[src/hw/rtl/tsd_pkg.sv]
// shared types and constants for the two-stack deque
// no dependencies; imported by tsd_ram users, tsd_ctrl and two_stack_deque
package tsd_pkg;

   localparam int SIDE_DEPTH = 256;
   localparam int DATA_W     = 32;
   localparam int ADDR_W     = $clog2(SIDE_DEPTH);
   localparam int COUNT_W    = $clog2(SIDE_DEPTH + 1);
   localparam int TOTAL_W    = COUNT_W + 1;
   localparam int POS_W      = 9;
   localparam int KIND_W     = 3;
   localparam int STATUS_W   = 2;
   localparam int IN_DATA_W  = ((DATA_W + POS_W + 7) / 8) * 8;
   localparam int OUT_BITS   = DATA_W + STATUS_W + TOTAL_W + 1;
   localparam int OUT_DATA_W = ((OUT_BITS + 7) / 8) * 8;

   localparam logic [COUNT_W-1:0] SIDE_FULL = COUNT_W'(SIDE_DEPTH);

   typedef enum logic [KIND_W-1:0] {
      KIND_PUSH_FRONT = 3'd0,
      KIND_PUSH_BACK  = 3'd1,
      KIND_READ_AT    = 3'd2,
      KIND_READ_FRONT = 3'd3,
      KIND_READ_BACK  = 3'd4
   } req_kind_type;

   typedef enum logic [STATUS_W-1:0] {
      ST_OK    = 2'd0,
      ST_RANGE = 2'd1,
      ST_FULL  = 2'd2
   } status_type;

   typedef enum logic [1:0] {
      SRC_NONE  = 2'd0,
      SRC_FRONT = 2'd1,
      SRC_BACK  = 2'd2
   } src_type;

   typedef struct packed {
      logic              en;
      logic              we;
      logic [ADDR_W-1:0] addr;
   } ram_cmd_type;

   typedef struct packed {
      src_type            src;
      status_type         status;
      logic [TOTAL_W-1:0] total;
      logic               empty;
   } rsp_info_type;

endpackage

[src/hw/rtl/tsd_ctrl.sv]
// request decode, side counts and stack addressing for the two-stack deque
// depends on tsd_pkg
module tsd_ctrl import tsd_pkg::*; (
   input  logic               clock,
   input  logic               reset,
   input  logic               accept,
   input  logic [KIND_W-1:0]  kind,
   input  logic [POS_W-1:0]   position,
   output ram_cmd_type        front_cmd,
   output ram_cmd_type        back_cmd,
   output rsp_info_type       info
);

   logic [COUNT_W-1:0] front_count_ff, front_count_in;
   logic [COUNT_W-1:0] back_count_ff, back_count_in;
   logic [TOTAL_W-1:0] total_now;
   logic [TOTAL_W-1:0] total_after;
   logic [COUNT_W-1:0] front_off;
   logic [COUNT_W-1:0] back_off;
   ram_cmd_type        front_raw;
   ram_cmd_type        back_raw;
   src_type            src;
   status_type         status;

   assign total_now = {1'b0, front_count_ff} + {1'b0, back_count_ff};
   // index below the front count walks down the front stack, else up the back
   assign front_off = front_count_ff - COUNT_W'(1) - COUNT_W'(position);
   assign back_off  = COUNT_W'(position) - front_count_ff;

   always_comb begin
      front_count_in = front_count_ff;
      back_count_in  = back_count_ff;
      front_raw      = '0;
      back_raw       = '0;
      src            = SRC_NONE;
      status         = ST_OK;
      unique case (req_kind_type'(kind))
         KIND_PUSH_FRONT: begin
            if (front_count_ff == SIDE_FULL) begin
               status = ST_FULL;
            end else begin
               front_raw      = '{en: 1'b1, we: 1'b1, addr: front_count_ff[ADDR_W-1:0]};
               front_count_in = front_count_ff + COUNT_W'(1);
            end
         end
         KIND_PUSH_BACK: begin
            if (back_count_ff == SIDE_FULL) begin
               status = ST_FULL;
            end else begin
               back_raw      = '{en: 1'b1, we: 1'b1, addr: back_count_ff[ADDR_W-1:0]};
               back_count_in = back_count_ff + COUNT_W'(1);
            end
         end
         KIND_READ_AT: begin
            if (TOTAL_W'(position) >= total_now) begin
               status = ST_RANGE;
            end else if (COUNT_W'(position) < front_count_ff) begin
               front_raw = '{en: 1'b1, we: 1'b0, addr: front_off[ADDR_W-1:0]};
               src       = SRC_FRONT;
            end else begin
               back_raw = '{en: 1'b1, we: 1'b0, addr: back_off[ADDR_W-1:0]};
               src      = SRC_BACK;
            end
         end
         KIND_READ_FRONT: begin
            if (front_count_ff != '0) begin
               front_raw = '{en: 1'b1, we: 1'b0,
                             addr: ADDR_W'(front_count_ff - COUNT_W'(1))};
               src       = SRC_FRONT;
            end else if (back_count_ff != '0) begin
               back_raw = '{en: 1'b1, we: 1'b0, addr: '0};
               src      = SRC_BACK;
            end else begin
               status = ST_RANGE;
            end
         end
         KIND_READ_BACK: begin
            if (back_count_ff != '0) begin
               back_raw = '{en: 1'b1, we: 1'b0,
                            addr: ADDR_W'(back_count_ff - COUNT_W'(1))};
               src      = SRC_BACK;
            end else if (front_count_ff != '0) begin
               front_raw = '{en: 1'b1, we: 1'b0, addr: '0};
               src       = SRC_FRONT;
            end else begin
               status = ST_RANGE;
            end
         end
         default: begin
            status = ST_RANGE;
         end
      endcase
   end

   assign total_after = {1'b0, front_count_in} + {1'b0, back_count_in};

   always_comb begin
      front_cmd    = front_raw;
      back_cmd     = back_raw;
      front_cmd.en = front_raw.en & accept;
      back_cmd.en  = back_raw.en & accept;
      info.src     = src;
      info.status  = status;
      info.total   = total_after;
      info.empty   = (total_after == '0);
   end

   always_ff @(posedge clock) begin
      if (reset) begin
         front_count_ff <= '0;
         back_count_ff  <= '0;
      end else if (accept) begin
         front_count_ff <= front_count_in;
         back_count_ff  <= back_count_in;
      end
   end

endmodule

[config.mk]
export PLATFORM = sky130hd
export DESIGN_NAME = tsd_ctrl
export DESIGN_NICKNAME = d
export VERILOG_FILES = /design/src/hw/rtl/tsd_pkg.sv /design/src/hw/rtl/tsd_ctrl.sv
export SDC_FILE = /design/constraint.sdc
export NUM_CORES = 1
export LEC_CHECK = 0
export ABC_AREA = 1
export BUFFER_PORTS_ARGS = -buffer_cell sky130_fd_sc_hd__buf_4
export CAP_MARGIN = 20
export CORE_MARGIN = 4
export CORE_UTILIZATION = 39
export CTS_CLUSTER_SIZE = 8
export DETAILED_ROUTE_END_ITERATION = 16
export GPL_TIMING_DRIVEN = 0
export PLACE_DENSITY = 0.57
export SLEW_MARGIN = 5
export SYNTH_ARGS = -nofsm -noshare
export SYNTH_HDL_FRONTEND = slang
export SYNTH_SLANG_ARGS = --single-unit
[constraint.sdc]
create_clock -name clock -period 4.1 [get_ports clock]
set_clock_uncertainty 0.2 [all_clocks]
set_input_delay 0.41 -clock clock [delete_from_list [all_inputs] [get_ports clock]]
set_output_delay 0.41 -clock clock [all_outputs]
set_load 0.05 [all_outputs]
==> out/metrics.csv <==
metric,value,unit
outcome,"finished, final reports clean",
number of global-route vias before repair,3475,
"top cells by area, synth","ha_1 18%, nand2_1 12%, dfxtp_1 10%",
clock latency at the later pin of the worst-skew pair,250,ps
Clock Path Buffers,2,
GR Overflow Total,0,
Layout Nets,675,
post-synthesis adder-cell area fraction,20.6,%
die height,103,um
post-synthesis compound-gate area fraction,17.7,%
Ys Warns,0,
Max Slew Vio Count,0,
largest net degree at the start of global routing,11,
cell area after synthesis,0.00349,sq mm
Crit Path Max Fanout,6,
top-count cell post-synth,nand2_1,
#FFs+latches synth,18,
fin crit share,96.0,%
ys async rst share,0,%
fmax,254,MHz
initial antenna violation count,0,
"top cells by count, synth","108 x nand2_1, 73 x inv_1, 51 x ha_1, 40 x a21oi_1, 33 x nand3_1",
"Seq/Total Area, Yosys",10.3,%
number of DRC markers in iteration 0,170,
antenna-violating nets left,0,
H-tree depth,1,
"Hold Vio Cnt, Final",0,
Worst Setup Path Type,flop to output pin,
CP Data Required Time,3490,ps
measured slew at the worst slew-check pin,587,ps
Worst VDD drop,0.154,mV
CP max-delay cell,dfxtp_4,
WL per Instance,14.8,um
CTS sink cnt,18,
arrival time at the worst endpoint,3320,ps
Final Setup Violations,0,
"EDFF count, synth",0,
CTS tree,yes,
CP Launch Type,flop,
min Tclk post-route,3930,ps
Non-Filler Instances,712,
Worst path max stage delay,370,ps
I/O pins,50,
fill cell count,906,
gate count of the mapped netlist,537,
RSZ-0062 raised after global routing,true,
max-cap viol count,0,
die area,0.0105,sq mm
share of the synthesized area in the top cell type,18.3,%
RD Place Congestion,0.877,
drt pass-1 iters,5,
CTS buffer count,3,
total track usage,20.2,%
clock-pin slew on the worst setup and hold paths,70,ps
Synth-to-Final Area Change,23.9,%
DPL Wire Length,8760,um
Leakage,2.25,nW
DR vias,3706,
share of layout cells above drive strength 1,24.7,%
post-route setup slack,166,ps
site row count,34,
Overall Power,0.00105,W
CTS Hold Buffers Added,0,
Vias/cell,5.21,
"area leader, netlist",ha_1,
Initial Util,40.0,%
ant diodes,0,
mux contribution to synthesized area,0.431,%
Post-Place Worst Slack,-23.7,ps
Hold Crit Class,input port to flop,
Root Driver,clkbuf_8,
DP Cell Count,694,
Setup Total Neg Slack,0,ps
Yosys cell types,45,
syn nets,607,
Die W,103,um
crit path cell chain,buf_12 > nor2_4 > nand2_2 > nor3_4 > nand2_2 > ha_1 > nand2_1 > o21ai_2 > ha_2 > fa_2 > nand3_1 > nand2_2 > nand2_1 > nand2_1 > a21oi_2 > xor2_2 > nor2_1 > nand3_1 > nor2_2 > buf_6,
Pwr Density,244,mW/mm^2
Port Buffer Count,49,
CORE AREA,0.00872,sq mm
global-route wire length before repair,16800,um
final WL,10600,um
slew margin rel.,60.6,%
Synth Area in Simple Gates,29.1,%
Synth Area per Inst,6.49,sq um
residual DRC count,0,
post-synthesis xor/xnor area fraction,10.8,%
main combinational cell family by area after synthesis,simple AND/OR/NAND/NOR gates,
Most used DFF post-synth,dfxtp_1,
post-layout util,49.5,%
CP Capture Type,output pin,
## cell families (layout without fill, tap and decap cells)
kind of cell | count (synthesis) | count (layout)
AOI/OAI and AO/OA | 108 | 108
and+or+nand+nor | 214 | 214
muxes | 1 | 1
DFF | 18 | 18
xor gates and xnor gates | 42 | 42
buffers and inverters | 99 | 166
adders and majority gates | 55 | 55
## registers in the layout, summed over array words and instances, names as in the netlist
| name | flops |
|---|---|
| front_count_ff | 9 |
| back_count_ff | 9 |
## stage by stage
stage                     hold slack, ps  cell area [sq um]
after global routing                 279               4320
after floorplan                      338               3500
after CTS                            220               4110
final                                235               4320
after global placement               417               4000
after detailed placement             416               4000
## layer usage
| layer | global-route usage [%] | routed length [um] | vias up |
|---|---|---|---|
| met2 | 34.6 | 5080 | 82 |
| met1 | 27.3 | 4850 | 1698 |
| met3 | 1.56 | 433 | 16 |
| met5 | 0 | 0 | - |
| met4 | 5.35 | 197 | 0 |
| li1 | - | - | 1910 |
## power by group
group,internal [W],switching (W),total (W)
combinational,0.000253,0.000446,0.000699
clock,0.0000854,0.0000608,0.000146
sequential,0.000187,0.0000225,0.000209
total,0.000525,0.000529,0.00105
## path summary, 6_finish.rpt
check             slack (ps)               from           endpoint  depth (start not counted)
hold / removal           240              reset   back_count_ff[8]                          4
setup reg to reg        2140   back_count_ff[2]   back_count_ff[0]                         10
hold reg to reg          420  front_count_ff[4]  front_count_ff[4]                          2
setup / recovery         170   back_count_ff[2]            info[0]                         20
## cell type report
| cell class | count | area, sq um | area share, % |
|---|---|---|---|
| Multi-Input combinational cell | 420 | 2850 | 65.9 |
| Buffer | 8 | 53.8 | 1.25 |
| Clock buffer | 4 | 55.1 | 1.27 |
| Timing Repair Buffer | 63 | 498 | 11.5 |
| Inverter | 91 | 350 | 8.11 |
| Tap cell | 108 | 135 | 3.13 |
| Sequential cell | 18 | 380 | 8.81 |
## placed cells by master, fill, tap and decap left out, types with 10 or more instances in the layout
cell / count
buf_4: 57
xor2_1: 31
inv_1: 71
ha_1: 47
inv_2: 17
o21ai_1: 18
o21ai_0: 17
nand3_1: 33
dfxtp_1: 10
a21oi_1: 38
nor2_1: 28
nand2_2: 11
nand2_1: 105
## worst max-delay path: cells and delay by family, from the launching register on
family | cells | cell delay, ps
AO/OA/AOI/OAI | 2 | 250
flip-flops | 1 | 370
AND/OR/NAND/NOR | 12 | 1220
XOR/XNOR | 1 | 90
buffers and inverters | 2 | 290
adder cells (fa/ha/maj) | 3 | 820
## repair_timing
action | CTS | global route
setup endpoints to repair | 14 | 23
buffers inserted | 5 | 9
endpoints found under the hold margin | 0 | 0
pin swaps | 1 | 12
resized for setup | 9 | 39
(Power assumes the default switching activity.)
